File: src/rtl/rs485_frame_receiver_assert.svh
// Assertion macros for the RS485 frame receiver.
// Needs clk and rst in the including module; compiled out when SYNTH is defined.
`ifndef RS485_FRAME_RECEIVER_ASSERT_SVH
`define RS485_FRAME_RECEIVER_ASSERT_SVH

`ifndef SYNTH

// Same-cycle implication, checked outside reset
`define RFR_ASSERT_IMP(name, ante, cons, msg) \
  name: assert property (@(posedge clk) disable iff (rst) (ante) |-> (cons)) \
    else $error(msg);

// Next-cycle implication, checked outside reset
`define RFR_ASSERT_NXT(name, ante, cons, msg) \
  name: assert property (@(posedge clk) disable iff (rst) (ante) |=> (cons)) \
    else $error(msg);

`else

`define RFR_ASSERT_IMP(name, ante, cons, msg)
`define RFR_ASSERT_NXT(name, ante, cons, msg)

`endif

`endif

File: src/rtl/rfr_pkg.sv
// Shared types and constants of the RS485 frame receiver.
// No dependencies; used by rfr_ctrl, rfr_datapath and the top level.
package rfr_pkg;

  // Frame control characters
  localparam logic [7:0] CH_SOH = 8'h01;
  localparam logic [7:0] CH_STX = 8'h02;
  localparam logic [7:0] CH_ETX = 8'h03;
  localparam logic [7:0] CH_EOT = 8'h04;

  // Result status codes
  localparam logic [2:0] ST_DATA     = 3'd0;
  localparam logic [2:0] ST_CHECKSUM = 3'd1;
  localparam logic [2:0] ST_NO_ETX   = 3'd2;
  localparam logic [2:0] ST_NO_EOT   = 3'd3;
  localparam logic [2:0] ST_TIMEOUT  = 3'd4;

  // Configuration register indexes
  localparam int unsigned CFG_IW = 2;
  localparam int unsigned CFG_DW = 16;
  localparam logic [CFG_IW-1:0] REG_GATEWAY   = 2'd0;
  localparam logic [CFG_IW-1:0] REG_BROADCAST = 2'd1;
  localparam logic [CFG_IW-1:0] REG_COMMAND   = 2'd2;
  localparam logic [CFG_IW-1:0] REG_TIMEOUT   = 2'd3;

  // Message store
  localparam int unsigned STORE_DEPTH = 32;
  localparam int unsigned STORE_AW    = 5;

  typedef struct packed {
    logic       kind;      // 0 byte, 1 millisecond tick
    logic [7:0] rx_byte;
  } rfr_item_t;

  typedef struct packed {
    logic [2:0] status;
    logic [7:0] destination;
    logic [7:0] source;
    logic [4:0] length;
    logic [4:0] index;
    logic [7:0] payload_byte;
    logic       last;
  } rfr_result_t;

  // Commands from controller to datapath
  typedef struct packed {
    logic       shift_window;
    logic       load_header;
    logic       store_byte;
    logic       take_sum;
    logic       clear_idle;
    logic       tick_idle;
    logic       clear_pos;
    logic       emit_status;
    logic [2:0] status_code;
    logic       run_start;
    logic       run_load;
  } rfr_cmd_t;

  // Status from datapath to controller
  typedef struct packed {
    logic is_tick;
    logic hdr_ok;
    logic hdr_len_zero;
    logic pos_done;
    logic byte_etx;
    logic byte_eot;
    logic sum_ok;
    logic cmd_ok;
    logic len_zero;
    logic timeout_hit;
    logic run_last;
    logic out_free;
  } rfr_stat_t;

endpackage

File: src/rtl/rs485_frame_receiver.sv
// Top level of the RS485 frame receiver: joins controller and datapath.
// Depends on rfr_pkg, rfr_ctrl and rfr_datapath.
//
//  channel | handshake                  | payload
//  --------+----------------------------+-----------------------------------
//  item    | item_valid / item_ready    | rfr_item_t: kind, rx_byte
//  result  | result_valid / result_ready| rfr_result_t: status .. last
//  config  | cfg_write (no wait)        | cfg_index, cfg_data
//
// An item is taken whenever the receiver hunts or sits inside a frame.
// A delivered frame streams out byte by byte through the registered read port
// of the 32-entry message store, reading in S_READ and loading in S_LOAD; no item
// is taken until the last byte of the run has been loaded into the output register.
// A status result that meets a stalled output register waits in a pending state and
// blocks items until the transfer slot frees up. Reset clears control state; no store clearing.
module rs485_frame_receiver #(
  parameter int unsigned MAX_BYTES = 32
) (
  input  logic                         clk,
  input  logic                         rst,
  input  logic                         item_valid,
  output logic                         item_ready,
  input  rfr_pkg::rfr_item_t           item,
  output logic                         result_valid,
  input  logic                         result_ready,
  output rfr_pkg::rfr_result_t         result,
  input  logic                         cfg_write,
  input  logic [rfr_pkg::CFG_IW-1:0]   cfg_index,
  input  logic [rfr_pkg::CFG_DW-1:0]   cfg_data
);

  // Command and status buses between the two halves
  rfr_pkg::rfr_cmd_t  cmd;
  rfr_pkg::rfr_stat_t st;

  // Controller: frame phase, pending status and data-run sequencing
  rfr_ctrl u_ctrl (
    .clk        (clk),
    .rst        (rst),
    .item_valid (item_valid),
    .item_ready (item_ready),
    .st         (st),
    .cmd        (cmd)
  );

  // Datapath: window, checksum, timeout counter, store, output register
  rfr_datapath #(
    .MAX_BYTES (MAX_BYTES)
  ) u_datapath (
    .clk          (clk),
    .rst          (rst),
    .cfg_write    (cfg_write),
    .cfg_index    (cfg_index),
    .cfg_data     (cfg_data),
    .item         (item),
    .cmd          (cmd),
    .st           (st),
    .result_valid (result_valid),
    .result_ready (result_ready),
    .result       (result)
  );

endmodule

File: src/rtl/rfr_ctrl.sv
// Controller of the RS485 frame receiver: frame phase and result sequencing.
// Depends on rfr_pkg and rs485_frame_receiver_assert.svh.
`include "rs485_frame_receiver_assert.svh"

module rfr_ctrl (
  input  logic              clk,
  input  logic              rst,
  input  logic              item_valid,
  output logic              item_ready,
  input  rfr_pkg::rfr_stat_t st,
  output rfr_pkg::rfr_cmd_t  cmd
);

  localparam logic [2:0] S_HUNT   = 3'd0;
  localparam logic [2:0] S_DATA   = 3'd1;
  localparam logic [2:0] S_ETX    = 3'd2;
  localparam logic [2:0] S_SUM    = 3'd3;
  localparam logic [2:0] S_EOT    = 3'd4;
  localparam logic [2:0] S_STATUS = 3'd5;
  localparam logic [2:0] S_READ   = 3'd6;
  localparam logic [2:0] S_LOAD   = 3'd7;

  logic [2:0] state, state_next;
  logic [2:0] pend, pend_next;
  logic       accept;
  logic       emit_req;
  logic [2:0] code;

  assign item_ready = (state <= S_EOT);
  assign accept     = item_valid && item_ready;

  always_comb begin
    cmd        = '0;
    state_next = state;
    pend_next  = pend;
    emit_req   = 1'b0;
    code       = pend;
    case (state)
      S_HUNT: begin
        if (accept && !st.is_tick) begin
          cmd.shift_window = 1'b1;
          cmd.clear_idle   = 1'b1;
          if (st.hdr_ok) begin
            cmd.load_header = 1'b1;
            state_next      = st.hdr_len_zero ? S_ETX : S_DATA;
          end
        end
      end
      S_DATA, S_ETX, S_SUM, S_EOT: begin
        if (accept && st.is_tick) begin
          cmd.tick_idle = 1'b1;
          if (st.timeout_hit) begin
            emit_req = 1'b1;
            code     = rfr_pkg::ST_TIMEOUT;
          end
        end else if (accept) begin
          cmd.clear_idle = 1'b1;
          case (state)
            S_DATA: begin
              cmd.store_byte = 1'b1;
              if (st.pos_done) begin
                state_next = S_ETX;
              end
            end
            S_ETX: begin
              if (st.byte_etx) begin
                state_next = S_SUM;
              end else begin
                emit_req = 1'b1;
                code     = rfr_pkg::ST_NO_ETX;
              end
            end
            S_SUM: begin
              cmd.take_sum = 1'b1;
              state_next   = S_EOT;
            end
            default: begin
              cmd.clear_pos = 1'b1;
              state_next    = S_HUNT;
              if (!st.byte_eot) begin
                emit_req = 1'b1;
                code     = rfr_pkg::ST_NO_EOT;
              end else if (!st.sum_ok) begin
                emit_req = 1'b1;
                code     = rfr_pkg::ST_CHECKSUM;
              end else if (st.cmd_ok && st.len_zero) begin
                emit_req = 1'b1;
                code     = rfr_pkg::ST_DATA;
              end else if (st.cmd_ok) begin
                cmd.run_start = 1'b1;
                state_next    = S_READ;
              end
            end
          endcase
        end
      end
      S_STATUS: begin
        if (st.out_free) begin
          cmd.emit_status = 1'b1;
          state_next      = S_HUNT;
        end
      end
      S_READ: begin
        // store read of run_idx is registered here; the data is valid in S_LOAD
        state_next = S_LOAD;
      end
      S_LOAD: begin
        if (st.out_free) begin
          cmd.run_load = 1'b1;
          state_next   = st.run_last ? S_HUNT : S_READ;
        end
      end
      default: begin
        state_next = S_HUNT;
      end
    endcase

    // Status result: emit and drop back to hunting, or hold the code in S_STATUS if the output is busy
    if (emit_req) begin
      cmd.clear_pos = 1'b1;
      if (st.out_free) begin
        cmd.emit_status = 1'b1;
        state_next      = S_HUNT;
      end else begin
        pend_next  = code;
        state_next = S_STATUS;
      end
    end
    cmd.status_code = code;
  end

  always_ff @(posedge clk) begin
    if (rst) begin
      state <= S_HUNT;
      pend  <= rfr_pkg::ST_DATA;
    end else begin
      state <= state_next;
      pend  <= pend_next;
    end
  end

  `RFR_ASSERT_IMP(a_load_needs_slot, (cmd.emit_status || cmd.run_load), st.out_free, "result loaded into a busy output register")
  `RFR_ASSERT_IMP(a_run_only_good, cmd.run_start, (st.byte_eot && st.sum_ok && st.cmd_ok && !st.len_zero), "data run started for a frame that is not deliverable")
  `RFR_ASSERT_NXT(a_load_advances, (state == S_LOAD && st.out_free), (state == S_READ || state == S_HUNT), "data run did not advance after a load")

endmodule

File: src/rtl/rfr_datapath.sv
// Datapath of the RS485 frame receiver: configuration registers, header window, frame registers,
// checksum, idle counter, message store and output register. Depends on rfr_pkg.
module rfr_datapath #(
  parameter int unsigned MAX_BYTES = 32
) (
  input  logic                          clk,
  input  logic                          rst,
  input  logic                          cfg_write,
  input  logic [rfr_pkg::CFG_IW-1:0]    cfg_index,
  input  logic [rfr_pkg::CFG_DW-1:0]    cfg_data,
  input  rfr_pkg::rfr_item_t            item,
  input  rfr_pkg::rfr_cmd_t             cmd,
  output rfr_pkg::rfr_stat_t            st,
  output logic                          result_valid,
  input  logic                          result_ready,
  output rfr_pkg::rfr_result_t          result
);

  localparam logic [8:0] MaxLen = 9'(MAX_BYTES);

  logic [7:0]  gateway, broadcast, accept_cmd;
  logic [15:0] timeout;

  // Newest five bytes; the sixth header position is the incoming byte
  logic [7:0] window [5];

  logic [rfr_pkg::STORE_AW-1:0] pos, pos_inc, run_idx;
  logic [4:0]  frame_len;
  logic [7:0]  frame_dst, frame_src, frame_cmd;
  logic [7:0]  run_sum, rx_sum;
  logic [15:0] idle, idle_inc;
  logic [7:0]  store [rfr_pkg::STORE_DEPTH];
  logic [7:0]  rd_data;

  logic [7:0] b, h_dst, h_src, h_cmd, h_len;
  logic       len_ok;

  assign b     = item.rx_byte;
  assign h_dst = window[1];
  assign h_src = window[2];
  assign h_cmd = window[3];
  assign h_len = window[4];

  assign len_ok   = ({1'b0, h_len} < MaxLen) && (h_len < 8'(rfr_pkg::STORE_DEPTH));
  assign pos_inc  = pos + 5'd1;
  assign idle_inc = (idle == 16'hFFFF) ? idle : idle + 16'd1;

  always_comb begin
    st.is_tick      = item.kind;
    st.hdr_ok       = (window[0] == rfr_pkg::CH_SOH) && (b == rfr_pkg::CH_STX) &&
                      (h_dst != h_src) && (h_src != gateway) &&
                      ((h_dst == gateway) || (h_dst == broadcast)) && len_ok;
    st.hdr_len_zero = (h_len == 8'd0);
    st.pos_done     = (pos_inc == frame_len);
    st.byte_etx     = (b == rfr_pkg::CH_ETX);
    st.byte_eot     = (b == rfr_pkg::CH_EOT);
    st.sum_ok       = (rx_sum == run_sum);
    st.cmd_ok       = (frame_cmd == accept_cmd);
    st.len_zero     = (frame_len == 5'd0);
    st.timeout_hit  = (idle_inc > timeout);
    st.run_last     = (run_idx == frame_len - 5'd1);
    st.out_free     = !result_valid || result_ready;
  end

  // Configuration registers
  always_ff @(posedge clk) begin
    if (rst) begin
      gateway    <= 8'd0;
      broadcast  <= 8'd255;
      accept_cmd <= 8'd0;
      timeout    <= 16'd100;
    end else if (cfg_write) begin
      case (cfg_index)
        rfr_pkg::REG_GATEWAY:   gateway    <= cfg_data[7:0];
        rfr_pkg::REG_BROADCAST: broadcast  <= cfg_data[7:0];
        rfr_pkg::REG_COMMAND:   accept_cmd <= cfg_data[7:0];
        rfr_pkg::REG_TIMEOUT:   timeout    <= cfg_data;
        default: ;
      endcase
    end
  end

  // Header window and frame registers
  always_ff @(posedge clk) begin
    if (rst) begin
      for (int i = 0; i < 5; i++) begin
        window[i] <= 8'd0;
      end
      pos       <= '0;
      frame_len <= 5'd0;
      frame_dst <= 8'd0;
      frame_src <= 8'd0;
      frame_cmd <= 8'd0;
      run_sum   <= 8'd0;
      rx_sum    <= 8'd0;
      idle      <= 16'd0;
      run_idx   <= '0;
    end else begin
      if (cmd.shift_window) begin
        for (int i = 0; i < 4; i++) begin
          window[i] <= window[i+1];
        end
        window[4] <= b;
      end
      if (cmd.load_header) begin
        frame_dst <= h_dst;
        frame_src <= h_src;
        frame_cmd <= h_cmd;
        frame_len <= h_len[4:0];
        run_sum   <= h_dst + h_src + h_cmd + h_len;
        pos       <= '0;
      end
      if (cmd.store_byte) begin
        run_sum <= run_sum + b;
        pos     <= pos_inc;
      end
      if (cmd.clear_pos) begin
        pos <= '0;
      end
      if (cmd.take_sum) begin
        rx_sum <= b;
      end
      if (cmd.clear_idle) begin
        idle <= 16'd0;
      end else if (cmd.tick_idle) begin
        idle <= idle_inc;
      end
      if (cmd.run_start) begin
        run_idx <= '0;
      end else if (cmd.run_load) begin
        run_idx <= run_idx + 5'd1;
      end
    end
  end

  // Message store: one write port, one registered read port
  always_ff @(posedge clk) begin
    if (cmd.store_byte) begin
      store[pos] <= b;
    end
    rd_data <= store[run_idx];
  end

  // Output register
  always_ff @(posedge clk) begin
    if (rst) begin
      result_valid <= 1'b0;
    end else if (cmd.emit_status || cmd.run_load) begin
      result_valid <= 1'b1;
    end else if (result_ready) begin
      result_valid <= 1'b0;
    end
  end

  always_ff @(posedge clk) begin
    if (cmd.emit_status) begin
      result.status       <= cmd.status_code;
      result.destination  <= frame_dst;
      result.source       <= frame_src;
      result.length       <= frame_len;
      result.index        <= 5'd0;
      result.payload_byte <= 8'd0;
      result.last         <= 1'b1;
    end else if (cmd.run_load) begin
      result.status       <= rfr_pkg::ST_DATA;
      result.destination  <= frame_dst;
      result.source       <= frame_src;
      result.length       <= frame_len;
      result.index        <= run_idx;
      result.payload_byte <= rd_data;
      result.last         <= st.run_last;
    end
  end

endmodule
File: config.mk
export PLATFORM = sky130hd
export DESIGN_NAME = rs485_frame_receiver
export DESIGN_NICKNAME = d
export VERILOG_FILES = /design/src/rtl/rfr_pkg.sv /design/src/rtl/rs485_frame_receiver.sv /design/src/rtl/rfr_ctrl.sv /design/src/rtl/rfr_datapath.sv
export VERILOG_INCLUDE_DIRS = /design/src /design/src/rtl
export SDC_FILE = /design/constraint.sdc
export NUM_CORES = 1
export LEC_CHECK = 0
export BUFFER_PORTS_ARGS = -buffer_cell sky130_fd_sc_hd__buf_2
export CAP_MARGIN = 20
export CORE_AREA = 2 2 265 267
export CTS_CLUSTER_DIAMETER = 80
export DETAILED_ROUTE_END_ITERATION = 12
export DIE_AREA = 0 0 267 269
export GPL_TIMING_DRIVEN = 1
export PLACE_DENSITY = 0.42
export SETUP_SLACK_MARGIN = 0.2
export SLEW_MARGIN = 20
export SYNTH_ARGS = -nofsm -noshare
export SYNTH_HDL_FRONTEND = slang
export SYNTH_HIERARCHICAL = 1
export SYNTH_SLANG_ARGS = --single-unit
File: constraint.sdc
create_clock -name clk -period 6.5 [get_ports clk]
set_input_delay 0.325 -clock clk [delete_from_list [all_inputs] [get_ports clk]]
set_output_delay 0.325 -clock clk [all_outputs]
set_load 0.02 [all_outputs]
==> results_dict.tcl, run 1 <==
set metrics [dict create \
    rsz0062_at_grt "no" \
    dp_hpwl_mm 34.6 \
    postRouteAntennaNets 0 \
    clock.fmax_mhz 182 \
    wl_mm 52.6 \
    ys_seq_area_frac 0.604 \
    r2r_setup_slack_ns 1.01 \
    status "completed" \
    max-slew-margin-rel 0.353 \
    finish.utilization 0.344 \
    num_vias 11931 \
    cp.arrival_ns 5.75 \
    yosys.area_share.adder 0.0414 \
    routabilityCongestion 0.768 \
    fin_area_um2 23800 \
    fin_skew_ns 0.0257 \
    critPathMaxStageDelay_ns 0.54 \
    power.density_nw_per_um2 270 \
    fin_nets 1684 \
    fin_setup_tns_ns 0 \
    clkSinkCount 460 \
    comb_power_share 0.041 \
    rows 97 \
    synth_nets 1597 \
    dpl_cell_area_um2 21900 \
    min_delay_path_depth 3 \
    maxCapViolCount 0 \
    setup_viol 0 \
    path_clk_slew_ns 0.06 \
    dr.pass1.iters 7 \
    cts-buffers-inserted 53 \
    crit_required_ns 6.76 \
    crit_top_cell "nand3_1" \
    min_from "cfg_data[7]" \
    p_int_mw 5.03 \
    postCtsSetupRepairBufs 0 \
    avgSynthCellArea_um2 13.6 \
    synth_edf_count 320 \
    yosys.area_share.simple 0.108 \
    synth_top_family_by_area "multiplexers" \
    ff2ff_path_depth 17 \
    start_kind "register" \
    area_growth_pct 16.0 \
    pwr-share-clk 0.465 \
    cp-end-kind "register" \
    synth_compound_area_frac 0.0473 \
    synth_xor_area_frac 0.0377 \
    hold_buffers 15 \
    grt_use_total 0.148 \
    drive_gt1_frac 0.163 \
    tightest_slew_ns 0.966 \
    die_h_um 269 \
    grt_max_degree 58 \
    cts_tree "yes" \
    drt-initial-drc-count 731 \
    drc 0 \
    crit_type "register to register" \
    worst_ir_drop_vdd_v 0.000177 \
    cp_cell_sequence "ha_1 -> nand3_1 -> nor4_2 -> nand3_1 -> and3_1 -> xor2_1 -> ha_1 -> and4_1 -> nand2_1 -> o21bai_1 -> a31oi_1 -> nand3_1 -> or3_1 -> a31oi_2 -> nor2_4 -> inv_1 -> buf_4" \
    synth_warnings 6 \
    ys.flop_type "edfxtp_1" \
    synthCells 1506 \
    antenna_found_initial 0 \
    finalCritPeriodShare 0.845 \
    syn_area_um2 20500 \
    min_period_ns 5.49 \
    critPathBufInv 2 \
    wl_per_cell_um 20.4 \
    h-tree-depth 2 \
    power.share.sequential 0.494 \
    synthMuxAreaShare 0.130 \
    grt_overflow_total 0 \
    die-width_um 267 \
    slowest_stage "nand3_1" \
    reg2reg_from "u_datapath/idle[0]$_SDFFE_PP0P_" \
    r2r_end "u_datapath/result[20]$_DFFE_PP_" \
    crit_path_max_fanout 23 \
    clk_latency_ns 0.61 \
    hold_viol 0 \
    cellLeakagePower_nw 8.27 \
    initial_utilization 0.297 \
    clockBufferDepth 3 \
    grt_pass1_wl_mm 79.0 \
    core_um2 69300 \
    dieArea_um2 71800 \
    async_flop_share 0 \
    path_delay_family "simple AND/OR/NAND/NOR gates" \
    viasPerCell 4.63 \
    switching_power_mw 1.41 \
    hp-class "input port to register" \
    ys_seq_elements 460 \
    grt_pass1_vias 12339 \
    hold_end "u_datapath/timeout[7]$_SDFFE_PP0P_" \
    cts_root_buffer "clkbuf_16" \
    swShare 0.220 \
    synth_cell_types 74 \
    ios 72 \
    cts_resized 0 \
    portBuffers 71 \
    finalMaxSlewViolations 0 \
]
## cells by family (layout without fill, tap and decap cells)
group           count (synthesis)  count (layout)
simple gates                  450             450
xor+xnor                       87              87
mux                           161             161
compound gates                143             143
buf+inv                       146             277
fa+ha+maj                      59              59
flops                         460             460
other cells                     0               1
## power groups by stage
stage	Sequential (mW)	Clock [mW]	Combinational (mW)
floorplan	3.23	0	0.162
global placement	3.25	0	0.262
detailed placement	3.25	0	0.263
CTS	3.18	3.09	0.272
global route	3.18	3.21	0.308
finish	3.18	2.99	0.267
## cell usage in the layout, fill, tap and decap left out, types with 6 or more instances in the layout
cell type      instances
and3_1                13
mux4_2                65
buf_4                 20
nand3_1               19
clkbuf_16             53
nand2_1               87
dlygate4sd3_1         15
mux2i_1               73
a21o_1                13
clkinv_2               8
a211o_1                6
dfxtp_1              138
fa_1                  15
nor4_1                 9
xor2_1                41
nor2_1               158
mux2_2                 8
and2_1                45
or3_1                  7
a21oi_1               35
inv_1                 71
o211ai_1               7
nand3b_1              14
a31oi_1                8
clkbuf_1              18
xnor2_1               45
buf_2                 70
mux4_1                15
edfxtp_1             320
ha_1                  44
nand4_1               16
nor2b_1               24
o21ai_0               18
a211oi_1              14
nor3_1                21
o21a_1                10
## sequential cells by signal, indices dropped and copies added (netlist names)
signal                   flops
u_datapath/frame_src         8
u_datapath/idle             16
u_datapath/run_idx           5
u_datapath/store           256
u_ctrl/pend                  3
u_datapath/frame_cmd         8
u_datapath/result           38
u_datapath/frame_len         5
u_datapath/broadcast         8
u_ctrl/state                 3
u_datapath/frame_dst         8
u_datapath/rd_data           8
u_datapath/accept_cmd        8
u_datapath/gateway           8
u_datapath/run_sum           8
u_datapath/rx_sum            8
u_datapath/window           40
u_datapath/pos               5
u_datapath/timeout          16
u_datapath/result_valid      1
## final cells by class
| cell class | count | area, um2 |
|---|---|---|
| clock buffers | 76 | 1460 |
| fillers | 6797 | 45500 |
| repair buffers | 106 | 671 |
| multi-input cells | 900 | 7540 |
| clock inverters | 23 | 299 |
| diodes | 1 | 2.50 |
| inverters | 72 | 270 |
| flip-flops and latches | 460 | 12400 |
| well taps | 940 | 1180 |
## layer usage
metal,vias to the layer above,global-route usage,part of all wire
met5,-,0,0
met4,0,0.0469,0.026
met3,74,0.0213,0.030
met2,161,0.255,0.50
met1,5973,0.191,0.45
li1,5723,-,-
## metrics by stage
| step | instances | total power, mW | setup slack, ns | hold WS, ns |
|---|---|---|---|---|
| floorplan | 1506 | 3.39 | 1.84 | 0.394 |
| global placement | 2462 | 3.51 | 0.723 | 0.452 |
| detailed placement | 2462 | 3.51 | 0.609 | 0.451 |
| CTS | 2576 | 6.55 | 0.530 | 0.00581 |
| global route | 2577 | 6.70 | 0.501 | 0.0345 |
| finish | 2578 | 6.44 | 1.01 | 0.0459 |
## worst min-delay path, stage by stage
cell and delay (ns):
buf_2 0.15, nand2_1 0.07, a21oi_1 0.05
## synthesized netlist by cell type, drive strengths merged, types with 41 or more instances
master  count  area [um2]
and2       46         288
clkbuf     43         161
dfxtp     140        2800
edfxtp    320        9610
ha         44         551
inv        72         270
mux2i      73         731
mux4       80        1860
nand2      87         327
nor2      160         608
xnor2      45         394
xor2       41         359
## worst max path at each step
stage                                               start                         endpoint  slack (ns)  cells past startpoint
final                     u_datapath/idle[0]$_SDFFE_PP0P_  u_datapath/result[20]$_DFFE_PP_        1.01                     17
after global routing      u_datapath/idle[0]$_SDFFE_PP0P_  u_datapath/result[28]$_DFFE_PP_        0.50                     18
after CTS                 u_datapath/idle[0]$_SDFFE_PP0P_  u_datapath/result[26]$_DFFE_PP_        0.53                     18
after detailed placement  u_datapath/idle[0]$_SDFFE_PP0P_  u_datapath/result[34]$_DFFE_PP_        0.61                     18
after global placement    u_datapath/idle[0]$_SDFFE_PP0P_  u_datapath/result[24]$_DFFE_PP_        0.72                     18
after floorplan           u_datapath/idle[0]$_SDFFE_PP0P_  u_datapath/result[14]$_DFFE_PP_        1.84                     20
No activity file was read; power rests on OpenSTA's default activity.
==> run 2: changes to the inputs <==
ABC_AREA = 1   (was default)
CORE_AREA = 2 2 268 270   (was 2 2 265 267)
DIE_AREA = 0 0 270 272   (was 0 0 267 269)
clock period = 5.34 ns   (was 6.5 ns; I/O delays follow)
==> run 2 against run 1 <==
Sequential cell count did not move. Cell area up 1.4%. Critical path depth increased by 4. Die area is 2.3% higher. Sequential share of layout area fell by 0.73 points.
==> results_dict.tcl, run 2 <==
set metrics [dict create \
    status "completed" \
    critPathMaxStageDelay_ns 0.46 \
    synth_warnings 6 \
    ys_seq_area_frac 0.591 \
    mostFrequentLayoutCells "nand2_1 (486), edfxtp_1 (320), nand3_1 (231)" \
    crit_required_ns 5.61 \
    rsz0062_at_grt "no" \
    ys_seq_elements 460 \
    power.density_nw_per_um2 355 \
    grt_pass1_wl_mm 90.9 \
    core_um2 70800 \
    cp.arrival_ns 4.78 \
    reg_top3 "u_datapath/store (256), u_datapath/window (40), u_datapath/result (38)" \
    clockBufferDepth 3 \
    yosysMostFrequentCell "nand2_1" \
    grt_use_total 0.161 \
    grt_pass1_vias 14788 \
    die_h_um 272 \
    dp_hpwl_mm 39.7 \
    syn_area_um2 21000 \
    path_clk_slew_ns 0.06 \
    drt-initial-drc-count 1012 \
    fin_skew_ns 0.0183 \
    ys.flop_type "edfxtp_1" \
    path_delay_family "simple AND/OR/NAND/NOR gates" \
    grt_overflow_total 0 \
    multi_input_area_um2 7380 \
    drive_gt1_frac 0.0968 \
    finalMaxSlewViolations 0 \
    fillers 7212 \
    postCtsSetupRepairBufs 0 \
    dieArea_um2 73400 \
    rows 98 \
    wl_per_cell_um 18.3 \
    cp_cell_sequence "ha_1 -> nand2_2 -> nor2_4 -> nand3_4 -> nor2_4 -> inv_2 -> o21ai_0 -> ha_1 -> nand2_1 -> o21ai_0 -> nand2_1 -> nand3_1 -> a21oi_1 -> nor2_1 -> nand4_4 -> nand2_4 -> inv_1 -> a21oi_1 -> nor2_2 -> inv_1 -> buf_4" \
    cts_root_buffer "clkbuf_16" \
    grt_max_degree 110 \
    synth_nets 2280 \
    postRouteAntennaNets 0 \
    tightest_slew_ns 1.09 \
    async_flop_share 0 \
    worst_ir_drop_vdd_v 0.000228 \
    fin_setup_tns_ns 0 \
    num_vias 15133 \
    dr.pass1.iters 4 \
    setup_viol 0 \
    diodes 0 \
    h-tree-depth 2 \
    clk_latency_ns 0.61 \
    wl_mm 59.6 \
    avgSynthCellArea_um2 9.60 \
    clkSinkCount 460 \
    initial_utilization 0.297 \
    whs_ns 0.0693 \
    min_period_ns 4.51 \
    synth_cell_types 49 \
    routabilityCongestion 0.799 \
    clock.fmax_mhz 222 \
    die-width_um 270 \
    cts_tree "yes" \
    slowest_stage "a21oi_1" \
    cp-end-kind "register" \
    crit_path_max_fanout 25 \
    cellLeakagePower_nw 9.44 \
    start_kind "register" \
    viasPerCell 4.65 \
    hold_viol 0 \
    critPathBufInv 4 \
    antenna_found_initial 1 \
    final_common_cell "nand2_1" \
    synth_edf_count 320 \
    finalCritPeriodShare 0.845 \
    drc 0 \
    synthCells 2189 \
    largest_register "u_datapath/store" \
    dp.cells 3137 \
    synthTopCellsByCount "nand2_1 (486), edfxtp_1 (320), nand3_1 (231)" \
    synth_area_leaders "edfxtp_1 (46%), dfxtp_1 (13%), nand2_1 (8.7%), nand3_1 (5.5%), a21oi_1 (3.7%)" \
    ios 72 \
    synth.top_cell.area_share 0.457 \
    max-slew-margin-rel 0.275 \
    fin_nets 2350 \
    fin_cells 3253 \
    largest_register_ffs 256 \
    yosys.area.top_type "edfxtp_1" \
    seq_area_um2 12400 \
    crit_type "register to register" \
    cts-buffers-inserted 54 \
    area_growth_pct 15.0 \
    maxCapViolCount 0 \
    portBuffers 71 \
    hp-class "input port to register" \
    finish.utilization 0.342 \
]
run 2: cell count changes after synthesis, moves of 44 or more:
cell / change
mux2i_1: -73
and2_1: -44
nor2_1: +48
a21oi_1: +121
inv_1: +131
nand3_1: +212
mux4_2: -65
nand2_1: +399
o21ai_0: +82
run 2: worst paths after layout:
path	from	endpoint	slack (ns)	depth (start not counted)
worst max-delay path	u_datapath/idle[0]$_SDFFE_PP0P_	u_datapath/result[33]$_DFFE_PP_	0.83	21
worst min-delay path	item[2]	u_datapath/store[22][2]$_DFFE_PP_	0.07	1
worst max register to register	u_datapath/idle[0]$_SDFFE_PP0P_	u_datapath/result[33]$_DFFE_PP_	0.83	21
worst min register to register	u_datapath/rd_data[5]$_DFF_P_	u_datapath/result[6]$_SDFFE_PP0P_	0.44	1
run 2: kinds of logic after synthesis:
| logic type | synth area share |
|---|---|
| flip-flops | 0.591 |
| AND/OR/NAND/NOR | 0.212 |
| adder cells (fa/ha/maj) | 0.0405 |
| XOR/XNOR | 0.0244 |
| AO/OA/AOI/OAI | 0.0735 |
| buffers and inverters | 0.0593 |
run 2: report_power, final:
group	internal [mW]	switching, mW
registers	3.92	0.0913
clock network	2.10	1.50
logic	0.330	0.656
run 2: cell type report:
class | instances | area share
flip-flops and latches | 460 | 0.514
well taps | 950 | 0.0492
clock buffers | 79 | 0.0638
clock inverters | 21 | 0.00709
multi-input cells | 1425 | 0.305
inverters | 210 | 0.0327
repair buffers | 108 | 0.0284
run 2: what timing repair did:
item | in CTS | in global routing
hold endpoints to repair | 28 | 0
hold buffers | 16 | 0
setup endpoints to repair | 0 | 0
resized for setup | 0 | 0
run 2: stage by stage:
| stage | area, um2 | power (mW) | setup WS [ns] |
|---|---|---|---|
| floorplan | 21000 | 4.75 | 1.54 |
| global placement | 22300 | 5.08 | 0.904 |
| detailed placement | 22300 | 5.08 | 0.832 |
| CTS | 24200 | 8.73 | 0.794 |
| global route | 24200 | 9.01 | 0.329 |
| finish | 24200 | 8.59 | 0.830 |
run 2: per-layer routing:
| layer | wire length [um] | part of all wire | vias to the layer above | track usage |
|---|---|---|---|---|
| li1 | - | - | 7505 | - |
| met1 | 27200 | 0.46 | 7281 | 0.210 |
| met2 | 28700 | 0.48 | 270 | 0.275 |
| met3 | 1990 | 0.033 | 77 | 0.0213 |
| met4 | 1720 | 0.029 | 0 | 0.0531 |
| met5 | 0 | 0 | - | 0 |
